File: src/rtl/qat_pkg.sv
// Shared types, character codes and sizes for the quoted argument tokenizer.
package qat_pkg;

  localparam int unsigned LINE_COUNT_BITS = 16;
  localparam int unsigned MAX_TOKENS      = 4;
  localparam int unsigned TOK_IDX_W       = $clog2(MAX_TOKENS);
  localparam int unsigned TOK_CNT_W       = $clog2(MAX_TOKENS + 1);
  localparam int unsigned QUEUE_DEPTH     = 2;

  localparam logic [7:0] CH_SEMI   = 8'h3B;
  localparam logic [7:0] CH_HASH   = 8'h23;
  localparam logic [7:0] CH_SPACE  = 8'h20;
  localparam logic [7:0] CH_TAB    = 8'h09;
  localparam logic [7:0] CH_LF     = 8'h0A;
  localparam logic [7:0] CH_CR     = 8'h0D;
  localparam logic [7:0] CH_DQUOTE = 8'h22;
  localparam logic [7:0] CH_SQUOTE = 8'h27;
  localparam logic [7:0] CH_BSLASH = 8'h5C;

  typedef enum logic [2:0] {
    KIND_CHAR      = 3'd0,
    KIND_END_ARG   = 3'd1,
    KIND_END_CMD   = 3'd2,
    KIND_QUOTE_ERR = 3'd3,
    KIND_FINISHED  = 3'd4
  } token_kind_e;

  typedef struct packed {
    logic [7:0] text_byte;
    logic       end_of_input;
  } in_item_t;

  typedef struct packed {
    token_kind_e                token_kind;
    logic [7:0]                 out_char;
    logic [LINE_COUNT_BITS-1:0] line_count;
    logic                       last_of_run;
  } out_item_t;

  typedef struct packed {
    token_kind_e kind;
    logic [7:0]  chr;
  } token_t;

  // All results caused by one input item; they share one line count.
  typedef struct packed {
    logic [TOK_CNT_W-1:0]       cnt;
    token_t [MAX_TOKENS-1:0]    tok;
    logic [LINE_COUNT_BITS-1:0] line;
  } run_t;

  typedef struct packed {
    logic full;
    logic empty;
  } q_status_t;

endpackage

File: src/rtl/qat_front.sv
// Front end: accepts text bytes, tracks quoting state and builds the run of tokens per byte.
module qat_front (
  input  logic                 clk_i,
  input  logic                 rst_ni,
  input  logic                 in_valid_i,
  output logic                 in_ready_o,
  input  qat_pkg::in_item_t    in_data_i,
  input  qat_pkg::q_status_t   q_status_i,
  output logic                 push_o,
  output qat_pkg::run_t        run_o
);

  typedef struct packed {
    logic                                pe;  // pending escape
    logic                                ic;  // in comment
    logic                                dq;  // in double quotes
    logic                                sq;  // in single quotes
    logic                                ao;  // argument open
    logic                                ca;  // command has args
    logic                                eh;  // error halted
    logic [qat_pkg::LINE_COUNT_BITS-1:0] nl;  // newline total
  } state_t;

  typedef struct packed {
    state_t        st;
    qat_pkg::run_t run;
  } scan_t;

  state_t st_q, st_d;
  scan_t  scan;
  logic   accept;
  logic   quoted;
  logic [7:0] ch;

  function automatic scan_t add_tok(scan_t s, qat_pkg::token_kind_e k, logic [7:0] c);
    scan_t r;
    r = s;
    r.run.tok[s.run.cnt[qat_pkg::TOK_IDX_W-1:0]].kind = k;
    r.run.tok[s.run.cnt[qat_pkg::TOK_IDX_W-1:0]].chr  = c;
    r.run.cnt = s.run.cnt + qat_pkg::TOK_CNT_W'(1);
    return r;
  endfunction

  function automatic scan_t put_char(scan_t s, logic [7:0] c);
    scan_t r;
    r = add_tok(s, qat_pkg::KIND_CHAR, c);
    r.st.ao = 1'b1;
    return r;
  endfunction

  // A pending escape flushes as a lone backslash before the argument ends.
  function automatic scan_t close_arg(scan_t s);
    scan_t r;
    r = s;
    if (r.st.ao || r.st.pe) begin
      if (r.st.pe) begin
        r = add_tok(r, qat_pkg::KIND_CHAR, qat_pkg::CH_BSLASH);
        r.st.pe = 1'b0;
      end
      r = add_tok(r, qat_pkg::KIND_END_ARG, 8'h00);
      r.st.ao = 1'b0;
      r.st.ca = 1'b1;
    end
    return r;
  endfunction

  // Empty commands send nothing.
  function automatic scan_t send_cmd(scan_t s);
    scan_t r;
    r = close_arg(s);
    if (r.st.ca) begin
      r = add_tok(r, qat_pkg::KIND_END_CMD, 8'h00);
      r.st.ca = 1'b0;
    end
    return r;
  endfunction

  assign in_ready_o = !q_status_i.full;
  assign accept     = in_valid_i && in_ready_o;
  assign ch         = in_data_i.text_byte;
  assign quoted     = st_q.dq || st_q.sq;

  always_comb begin
    scan.st  = st_q;
    scan.run = '0;
    if (in_data_i.end_of_input) begin
      if (!st_q.eh) begin
        if (quoted) begin
          scan = add_tok(scan, qat_pkg::KIND_QUOTE_ERR, 8'h00);
        end else begin
          scan = send_cmd(scan);
        end
      end
      scan = add_tok(scan, qat_pkg::KIND_FINISHED, 8'h00);
    end else if (st_q.eh) begin
      // drop text until end of input
      scan.st = st_q;
    end else if (ch == qat_pkg::CH_LF || ch == qat_pkg::CH_CR) begin
      scan.st.ic = 1'b0;
      if (!st_q.pe && quoted) begin
        scan = add_tok(scan, qat_pkg::KIND_QUOTE_ERR, 8'h00);
        scan.st.eh = 1'b1;
      end else begin
        if (st_q.nl != '1) begin
          scan.st.nl = st_q.nl + qat_pkg::LINE_COUNT_BITS'(1);
        end
        if (st_q.pe) begin
          scan.st.pe = 1'b0;
        end else begin
          scan = send_cmd(scan);
        end
      end
    end else if (st_q.ic) begin
      // skip comment text
      scan.st = st_q;
    end else if (st_q.pe) begin
      scan = put_char(scan, qat_pkg::CH_BSLASH);
      scan = put_char(scan, ch);
      scan.st.pe = 1'b0;
    end else if (!quoted && ch == qat_pkg::CH_SEMI) begin
      scan = send_cmd(scan);
    end else if (!quoted && ch == qat_pkg::CH_HASH) begin
      scan.st.ic = 1'b1;
    end else if (!quoted && (ch == qat_pkg::CH_SPACE || ch == qat_pkg::CH_TAB)) begin
      scan = close_arg(scan);
    end else if (!quoted && ch == qat_pkg::CH_BSLASH) begin
      scan.st.pe = 1'b1;
    end else if (!st_q.sq && ch == qat_pkg::CH_DQUOTE) begin
      scan.st.dq = !st_q.dq;
    end else if (!st_q.dq && ch == qat_pkg::CH_SQUOTE) begin
      scan.st.sq = !st_q.sq;
    end else begin
      scan = put_char(scan, ch);
    end
    scan.run.line = scan.st.nl;
    // end of input returns everything to the reset state
    st_d = in_data_i.end_of_input ? '0 : scan.st;
  end

  assign push_o = accept && (scan.run.cnt != '0);
  assign run_o  = scan.run;

  always_ff @(posedge clk_i or negedge rst_ni) begin
    if (!rst_ni) begin
      st_q <= '0;
    end else if (accept) begin
      st_q <= st_d;
    end
  end

  a_quotes_exclusive: assert property (@(posedge clk_i) disable iff (!rst_ni)
    !(st_q.dq && st_q.sq))
    else $error("double and single quotes open together");

  a_comment_unquoted: assert property (@(posedge clk_i) disable iff (!rst_ni)
    st_q.ic |-> !(st_q.dq || st_q.sq))
    else $error("comment state inside quotes");

endmodule

File: src/rtl/qat_fifo.sv
// Short queue of token runs between the front and back ends.
module qat_fifo (
  input  logic                clk_i,
  input  logic                rst_ni,
  input  logic                push_i,
  input  qat_pkg::run_t       push_data_i,
  input  logic                pop_i,
  output qat_pkg::q_status_t  status_o,
  output qat_pkg::run_t       head_o
);

  localparam int unsigned PTR_W = (qat_pkg::QUEUE_DEPTH > 1) ? $clog2(qat_pkg::QUEUE_DEPTH) : 1;
  localparam int unsigned CNT_W = $clog2(qat_pkg::QUEUE_DEPTH + 1);

  qat_pkg::run_t        mem_q [qat_pkg::QUEUE_DEPTH];
  logic [PTR_W-1:0]     wr_ptr_q, wr_ptr_d;
  logic [PTR_W-1:0]     rd_ptr_q, rd_ptr_d;
  logic [CNT_W-1:0]     cnt_q, cnt_d;

  assign status_o.full  = (cnt_q == CNT_W'(qat_pkg::QUEUE_DEPTH));
  assign status_o.empty = (cnt_q == '0);
  assign head_o         = mem_q[rd_ptr_q];

  always_comb begin
    wr_ptr_d = wr_ptr_q;
    rd_ptr_d = rd_ptr_q;
    cnt_d    = cnt_q;
    if (push_i) begin
      wr_ptr_d = (wr_ptr_q == PTR_W'(qat_pkg::QUEUE_DEPTH - 1)) ? '0
               : wr_ptr_q + PTR_W'(1);
    end
    if (pop_i) begin
      rd_ptr_d = (rd_ptr_q == PTR_W'(qat_pkg::QUEUE_DEPTH - 1)) ? '0
               : rd_ptr_q + PTR_W'(1);
    end
    if (push_i && !pop_i) begin
      cnt_d = cnt_q + CNT_W'(1);
    end else if (pop_i && !push_i) begin
      cnt_d = cnt_q - CNT_W'(1);
    end
  end

  always_ff @(posedge clk_i or negedge rst_ni) begin
    if (!rst_ni) begin
      wr_ptr_q <= '0;
      rd_ptr_q <= '0;
      cnt_q    <= '0;
    end else begin
      wr_ptr_q <= wr_ptr_d;
      rd_ptr_q <= rd_ptr_d;
      cnt_q    <= cnt_d;
    end
  end

  always_ff @(posedge clk_i) begin
    if (push_i) begin
      mem_q[wr_ptr_q] <= push_data_i;
    end
  end

  a_no_overflow: assert property (@(posedge clk_i) disable iff (!rst_ni)
    push_i |-> !status_o.full)
    else $error("push into full queue");

endmodule

File: src/rtl/qat_back.sv
// Back end: walks each queued run and sends its tokens one beat at a time.
module qat_back (
  input  logic                clk_i,
  input  logic                rst_ni,
  input  qat_pkg::q_status_t  q_status_i,
  input  qat_pkg::run_t       head_i,
  output logic                pop_o,
  output logic                out_valid_o,
  input  logic                out_ready_i,
  output qat_pkg::out_item_t  out_data_o
);

  logic [qat_pkg::TOK_IDX_W-1:0] idx_q;
  logic                          out_valid_q;
  qat_pkg::out_item_t            out_q;
  logic                          slot_free;
  logic                          load;
  logic                          last;

  assign slot_free = !out_valid_q || out_ready_i;
  assign load      = slot_free && !q_status_i.empty;
  assign last      = (qat_pkg::TOK_CNT_W'(idx_q) + qat_pkg::TOK_CNT_W'(1)) == head_i.cnt;
  assign pop_o     = load && last;

  always_ff @(posedge clk_i or negedge rst_ni) begin
    if (!rst_ni) begin
      out_valid_q <= 1'b0;
      idx_q       <= '0;
    end else begin
      if (slot_free) begin
        out_valid_q <= !q_status_i.empty;
      end
      if (load) begin
        idx_q <= last ? '0 : idx_q + qat_pkg::TOK_IDX_W'(1);
      end
    end
  end

  always_ff @(posedge clk_i) begin
    if (load) begin
      out_q.token_kind  <= head_i.tok[idx_q].kind;
      out_q.out_char    <= head_i.tok[idx_q].chr;
      out_q.line_count  <= head_i.line;
      out_q.last_of_run <= last;
    end
  end

  assign out_valid_o = out_valid_q;
  assign out_data_o  = out_q;

  a_idx_in_run: assert property (@(posedge clk_i) disable iff (!rst_ni)
    !q_status_i.empty |-> (qat_pkg::TOK_CNT_W'(idx_q) < head_i.cnt))
    else $error("token index past end of run");

  a_finished_last: assert property (@(posedge clk_i) disable iff (!rst_ni)
    (out_valid_q && out_q.token_kind == qat_pkg::KIND_FINISHED) |-> out_q.last_of_run)
    else $error("finished token not last of its run");

endmodule

File: src/rtl/quoted_argument_tokenizer.sv
// Top level of the quoted argument tokenizer: front end, run queue and back end.
//
//   channel | direction | handshake                | payload
//   --------+-----------+--------------------------+----------------------------
//   in      | input     | in_valid_i / in_ready_o  | in_data_i  (text byte, eof)
//   out     | output    | out_valid_o / out_ready_i| out_data_o (token, line, last)
//
// The front end takes one byte per cycle while the two-entry run queue has room.
// Each byte yields zero to four tokens; the back end sends one token per cycle while
// out_ready_i is high, so bytes with several tokens slow the input.
// A byte's first token passes through the run queue and the output register before it appears.
// Reset clears the quoting state, line count, queue and output valid flag.
// Output stalls back up through the queue into in_ready_o; bytes with no tokens
// still pass whenever the queue is not full.
module quoted_argument_tokenizer (
  input  logic                clk_i,
  input  logic                rst_ni,
  input  logic                in_valid_i,
  output logic                in_ready_o,
  input  qat_pkg::in_item_t   in_data_i,
  output logic                out_valid_o,
  input  logic                out_ready_i,
  output qat_pkg::out_item_t  out_data_o
);

  qat_pkg::q_status_t q_status;
  qat_pkg::run_t      push_run;
  qat_pkg::run_t      head_run;
  logic               push;
  logic               pop;

  qat_front u_front (
    .clk_i      (clk_i),
    .rst_ni     (rst_ni),
    .in_valid_i (in_valid_i),
    .in_ready_o (in_ready_o),
    .in_data_i  (in_data_i),
    .q_status_i (q_status),
    .push_o     (push),
    .run_o      (push_run)
  );

  qat_fifo u_fifo (
    .clk_i       (clk_i),
    .rst_ni      (rst_ni),
    .push_i      (push),
    .push_data_i (push_run),
    .pop_i       (pop),
    .status_o    (q_status),
    .head_o      (head_run)
  );

  qat_back u_back (
    .clk_i       (clk_i),
    .rst_ni      (rst_ni),
    .q_status_i  (q_status),
    .head_i      (head_run),
    .pop_o       (pop),
    .out_valid_o (out_valid_o),
    .out_ready_i (out_ready_i),
    .out_data_o  (out_data_o)
  );

endmodule

File: config.mk
export PLATFORM = sky130hd
export DESIGN_NAME = quoted_argument_tokenizer
export DESIGN_NICKNAME = d
export VERILOG_FILES = /design/src/rtl/qat_pkg.sv /design/src/rtl/qat_front.sv /design/src/rtl/qat_fifo.sv /design/src/rtl/qat_back.sv /design/src/rtl/quoted_argument_tokenizer.sv
export SDC_FILE = /design/constraint.sdc
export NUM_CORES = 1
export LEC_CHECK = 0
export BUFFER_PORTS_ARGS = -buffer_cell sky130_fd_sc_hd__buf_2
export CAP_MARGIN = 30
export CORE_MARGIN = 2
export CORE_UTILIZATION = 55
export CTS_CLUSTER_SIZE = 16
export DETAILED_ROUTE_END_ITERATION = 8
export PLACE_DENSITY = 0.73
export SLEW_MARGIN = 30
export SYNTH_ARGS = -nofsm -noshare
export SYNTH_HDL_FRONTEND = slang
export SYNTH_SLANG_ARGS = --single-unit
File: constraint.sdc
create_clock -name clk_i -period 10 [get_ports clk_i]
set_clock_uncertainty 0.2 [all_clocks]
set_input_delay 3 -clock clk_i [delete_from_list [all_inputs] [get_ports clk_i]]
set_output_delay 3 -clock clk_i [all_outputs]
set_load 0.02 [all_outputs]
## Word level (Yosys, flattened, before mapping)

Memory sizes are Yosys's and may differ from the RTL's.
Index checks and enable logic that the tools add are counted.

| word-level totals | value |
|---|---|
| register bits after elaboration | 58 |
| bits in read-only memories | 0 |
| logic and storage cells | 274 |
| output and inout bits | 30 |
| RAM bits | 126 |
| memories kept | 1 |
| latch bits | 0 |

Memories:

| name | depth | width | read ports | clocked after memory_dff | wr ports | line | RTL |
|---|---|---|---|---|---|---|---|
| u_fifo.mem_q | 2 | 63 | 1 | 0 | 1 | qat_fifo.sv:15 | `qat_pkg::run_t mem_q [qat_pkg::QUEUE_DEPTH];` |

| cells by class | value |
|---|---|
| reduce and logical (&&, ||, !) cells | 48 |
| multiplexer cells | 150 |
| $mul | 0 |
| divide/modulo/power cells | 0 |
| shift operators | 0 |
| magnitude comparators | 17 |
| bitwise operators | 0 |
| $add $sub $neg | 15 |
| eq/ne operators | 26 |

Operators by type and width:

| cell | number |
|---|---|
| $mux 86 | 52 |
| $bwmux 44 | 16 |
| $demux 11 s2 | 16 |
| $mux 63 | 5 |
| $mux 85 | 2 |
| $mux 11 | 9 |
| $mux 84 | 1 |
| $mux 83 | 1 |
| $mux 82 | 1 |
| $mux 23 | 3 |
| $mux 8 | 8 |
| $mux 61 | 1 |
| $eq 8x6->1 const B | 5 |
| $mux 3 | 10 |
| $lt 2x3->1 const B | 9 |
| $mux 2 | 13 |
| $add 3x1->3 const B | 8 |
| $eq 8x4->1 const B | 3 |
| $ne 6x2->1 const B | 4 |
| $bmux 11 s2 | 1 |
| $logic_and 1x1->1 | 21 |
| $ne 5x2->1 const B | 4 |
| $reduce_and 10->1 | 2 |
| $add 16x1->16 const B | 1 |
| 25 further kinds | 60 |

## Longest topological paths before layout

| depth | value |
|---|---|
| word-level depth | 41 |
| gate-level depth with buffers | 16 |
| mapped depth without buffers | 14 |

## By module

From an unflattened synthesis, not the netlist that was laid out.

| unflattened totals | value |
|---|---|
| cells, all modules | 629 |
| area total of the unflattened synthesis | 8997.4 um^2 |

By module, submodules not included:

| module | times used | cells each | area an instance (um^2) |
|---|---|---|---|
| qat_fifo | 1 | 212 | 5032.3 |
| qat_front | 1 | 358 | 2640.0 |
| qat_back | 1 | 59 | 1325.0 |

## Least setup slack after synthesis

No wires, ideal clock.

| timing | value |
|---|---|
| path kind | in2reg |
| start | input in_data_i[3] in the netlist's numbering |
| end | memory u_fifo.mem_q[0][0] in the netlist's numbering (enable) |
| stages on the path | 7 |
| path buffers | 1 |
| slack | 3034 ps |
| required time | 9347 ps |
| library setup time | 453 ps |
| data arrival time | 6313 ps |
| cells stage by stage | buf_2 -> nor4b_2 -> a41oi_1 -> nor4b_1 -> a221oi_1 -> a31oi_2 -> nor2b_1 |

| on the way | value |
|---|---|
| cells in the longest elaborated chain, start to end | 17 |
| elaborated cells between the ends (all ways) | 32 |
| those cells by class | eq/ne (9); mux (13); reduce/logical (10) |

RTL lines:

| element | line | RTL |
|---|---|---|
| from (decl) | quoted_argument_tokenizer.sv:20 | `input qat_pkg::in_item_t in_data_i,` |
| $eq 8x6->1 | qat_front.sv:130 | `end else if (!st_q.dq && ch == qat_pkg::CH_SQUOTE) begin` |
| $logic_and 1x1->1 | qat_front.sv:130 |  |
| $mux 82 | qat_front.sv:130 |  |
| $mux 83 | qat_front.sv:128 | `end else if (!st_q.sq && ch == qat_pkg::CH_DQUOTE) begin` |
| $mux 85 | qat_front.sv:126 | `end else if (!quoted && ch == qat_pkg::CH_BSLASH) begin` |
| $mux 86 | qat_front.sv:124 | `end else if (!quoted && (ch == qat_pkg::CH_SPACE \|\| ch == qat_pkg::CH_TAB)) begin` |
| $mux 84 | qat_front.sv:122 | `end else if (!quoted && ch == qat_pkg::CH_HASH) begin` |
| $mux 86 | qat_front.sv:120 | `end else if (!quoted && ch == qat_pkg::CH_SEMI) begin` |
| [... 2 more ...] | - |  |
| $mux 86 (*) | qat_front.sv:98 | `end else if (ch == qat_pkg::CH_LF \|\| ch == qat_pkg::CH_CR) begin` |
| $mux 63 (*) | qat_front.sv:95 | `end else if (st_q.eh) begin` |
| $mux 86 (*) | qat_front.sv:86 | `if (in_data_i.end_of_input) begin` |
| $reduce_bool 3->1 (*) | qat_front.sv:140 | `assign push_o = accept && (scan.run.cnt != '0);` |
| $logic_and 1x1->1 (*) | qat_front.sv:140 |  |
| named net push | quoted_argument_tokenizer.sv:29 | `logic push;` |
| $mux 1 (*) | qat_fifo.sv:56 | `if (push_i) begin` |
| $mux 1 (not written as such) (*) | qat_fifo.sv:57 | `mem_q[wr_ptr_q] <= push_data_i;` |
| to (decl) | qat_fifo.sv:15 |  |

The timed path passes the listed nets; every way through them passes the cells marked *. The select of a mux whose other input is x is not followed.

## Worst setup path in the final report

| timing | value |
|---|---|
| start | input in_data_i[1] in the netlist's numbering |
| end | memory u_fifo.mem_q[0][35] in the netlist's numbering (enable) |

The elaborated chain is that of the path after synthesis.

==> impl_metrics.tcl <==
set metrics [dict create \
    syn-instance-count 515 \
    grt_setup_unrepaired "false" \
    reg2reg_depth 11 \
    ant_nets 0 \
    hold_path_depth 2 \
    rows 41 \
    holdWs_ns 0.287 \
    period_share_pct 55.5 \
    grt_usage_pct 22.3 \
    ctsRootBufferMaster "clkbuf_16" \
    vdd_drop_max_mv 0.116 \
    rr_startpoint "u_front.st_q[22]" \
    max_freq_ghz 0.180 \
    clk_pin_slew_ns 0.06 \
    worstPathRequired_ns 9.85 \
    dpl_cell_area_um2 7270 \
    cts_tree "done" \
    nets 574 \
    worst_pin_slew_ns 0.794 \
    min_period_ns 5.55 \
    setup.worst_path.end_class "flop" \
    htree_levels 4 \
    min-delay-start "u_back.out_valid_o" \
    holdPathEnd "u_back.out_valid_o" \
    finalInstanceArea_um2 7890 \
    finalWirelength_um 13800 \
    r2r_slack_ns 6.13 \
    synth.distinct_cells 68 \
    path_cells "buf_2 -> and3b_1 -> o211a_1 -> nor4b_1 -> a221oi_1 -> a31oi_2 -> nor2b_4 -> buf_4" \
    hpwl_um 9100 \
    vias_per_cell 6.03 \
    yosys_warnings 0 \
    drive_gt1_share_pct 22.1 \
    start_util_pct 55.6 \
    dp.cells 706 \
    io_pins 43 \
    ys_seq_area_share_pct 61.9 \
    status "finished, final reports clean" \
    cp-startpoint "in_data_i[1]" \
    synth_edf_count 118 \
    setup_tns_ns 0 \
    p_total_mw 2.22 \
    crit_buf_inv 2 \
    cts_buffer_depth 2 \
    syn_nets 536 \
    ys_seq_elements 148 \
    avgSynthCellArea_um2 13.5 \
    p_per_area_nw_per_um2 281 \
    setup_viol_count_final 0 \
    synth_area_um2 6930 \
    antenna_cells 0 \
    cts_hold_buf 0 \
    p_leak_nw 2.95 \
    criticalPathCategory "in2reg" \
    crit_fanout 45 \
    die_w_um 116 \
    cts_resized 0 \
    slew_viol_final 0 \
    grt_max_degree 46 \
    grt_pass1_vias 4233 \
    finalNonFillerCells 738 \
    dieArea_um2 13500 \
    relSlewSlack_pct 47.1 \
    cap_viol_max_count 0 \
    worstSetupStartpointType "primary input" \
    critical-path-max-stage-delay_ns 0.49 \
    cts_setup_buffers 0 \
    hold_viol 0 \
    cts-buffers-inserted 17 \
    portBuffers 42 \
    antenna_found_initial 0 \
    clock_sinks 148 \
    first_pass_iters 6 \
    syn_to_final_growth_pct 13.8 \
    worstPathArrival_ns 5.41 \
    post_drt_wl_per_cell_um 18.7 \
    timing.rr.end "u_fifo.mem_q[0][35]" \
    crit_path_top_delay_cell "buf_4" \
    via_count 4449 \
    grt-ovfl-total 0 \
    grt_pass1_wl_um 22500 \
    synthFlopType "edfxtp_1" \
    critPathTopFamily "compound AO/OA/AOI/OAI gates" \
    coreArea_um2 12500 \
    die_h_um 116 \
    gp_congestion 0.870 \
    first_iter_violations 319 \
    min_path_type "reg2reg" \
    clk_latency_ns 0.42 \
    drcViolationCount 0 \
    async_reset_ff_share_pct 20.3 \
]
-- metal layers --
metal	part of all wire [%]	vias up	track usage [%]
li1	-	2051	-
met1	47	2221	32.7
met2	45	156	32.6
met3	5.6	21	5.29
met4	1.8	0	8.33
met5	0	-	0
-- where the power goes --
group          total, mW  internal [mW]  switching, mW
logic              0.582          0.236          0.346
registers          0.977          0.885         0.0921
clock network      0.657          0.417          0.241
-- registers in the layout, indices dropped and copies added (netlist names) --
| name | cells |
|---|---|
| u_back.idx_q | 2 |
| u_back.out_data_o | 28 |
| u_back.out_valid_o | 1 |
| u_fifo.cnt_q | 2 |
| u_fifo.mem_q | 90 |
| u_fifo.rd_ptr_q | 1 |
| u_fifo.wr_ptr_q | 1 |
| u_front.st_q | 23 |
-- placed cells by master, fill, tap and decap left out, types with 10 or more instances in the layout --
master and count:
edfxtp_1 118, buf_2 42, nand2_1 33, dfrtp_1 30, nor2_1 26, mux2_2 19, a21oi_1 18, o21ai_1 17
clkbuf_16 17, and2_1 16, xnor2_1 14, nand3_1 14, mux4_2 13, inv_1 11, o21ai_0 10, nor2b_1 10
o31ai_1 10
-- logic make-up after synthesis --
kind of cell / after synthesis / share of synthesized area [%]
compound gates: 97 / 9.78
xor+xnor: 20 / 2.53
fa+ha+maj: 8 / 1.44
buf+inv: 38 / 2.36
flops: 148 / 61.9
mux: 39 / 8.38
other cells: 1 / 0.0541
simple gates: 164 / 13.5
-- tightest hold or removal path: stages (launching register included) --
cell	delay, ns
dfrtp_1	0.34
nand2b_1	0.07
nand2_1	0.05
-- final cells by class --
class / instances / area (µm²)
clock buffers: 19 / 433
clock inverters: 13 / 184
fillers: 935 / 4570
inverters: 11 / 41.3
multi-input cells: 329 / 2480
flip-flops and latches: 148 / 4290
well taps: 172 / 215
repair buffers: 46 / 240
-- worst max-delay path by stage --
stage	endpoint	cells after the start
final	u_fifo.mem_q[0][35]	8
after global routing	u_fifo.mem_q[0][24]	8
after CTS	u_fifo.mem_q[0][35]	8
after detailed placement	u_fifo.mem_q[0][28]	8
after global placement	u_fifo.mem_q[1][28]	7
after floorplan	u_fifo.mem_q[0][0]	7
-- Yosys cell counts (4+ instances only) --
cell type | number | share of area (%)
mux2_2 | 19 | 3.1
o21ai_1 | 17 | 1.2
mux2i_1 | 4 | 0.58
nand4_1 | 7 | 0.63
a31oi_1 | 8 | 0.72
and2_1 | 17 | 1.5
and3_1 | 9 | 0.81
nor2b_1 | 11 | 0.99
nor4_1 | 6 | 0.54
o21ai_0 | 10 | 0.72
dfrtp_1 | 30 | 11
ha_1 | 8 | 1.4
nand2_1 | 33 | 1.8
mux4_2 | 13 | 4.2
o31ai_1 | 10 | 1.1
xor2_1 | 6 | 0.76
nor3_1 | 8 | 0.58
nand3_1 | 14 | 1.0
buf_2 | 8 | 0.58
xnor2_1 | 14 | 1.8
clkbuf_1 | 16 | 0.87
a21oi_1 | 18 | 1.3
nor2_1 | 26 | 1.4
edfxtp_1 | 118 | 51
a21o_1 | 5 | 0.54
inv_1 | 11 | 0.60
-- stage by stage --
step,setup slack [ns],utilization (%)
5_1_grt,4.13,63.3
4_1_cts,4.47,63.3
3_5_place_dp,4.03,58.4
2_1_floorplan,3.03,-
3_3_place_gp,3.87,58.3
6_report,4.45,63.3
Power figures use the tool's default switching activity.
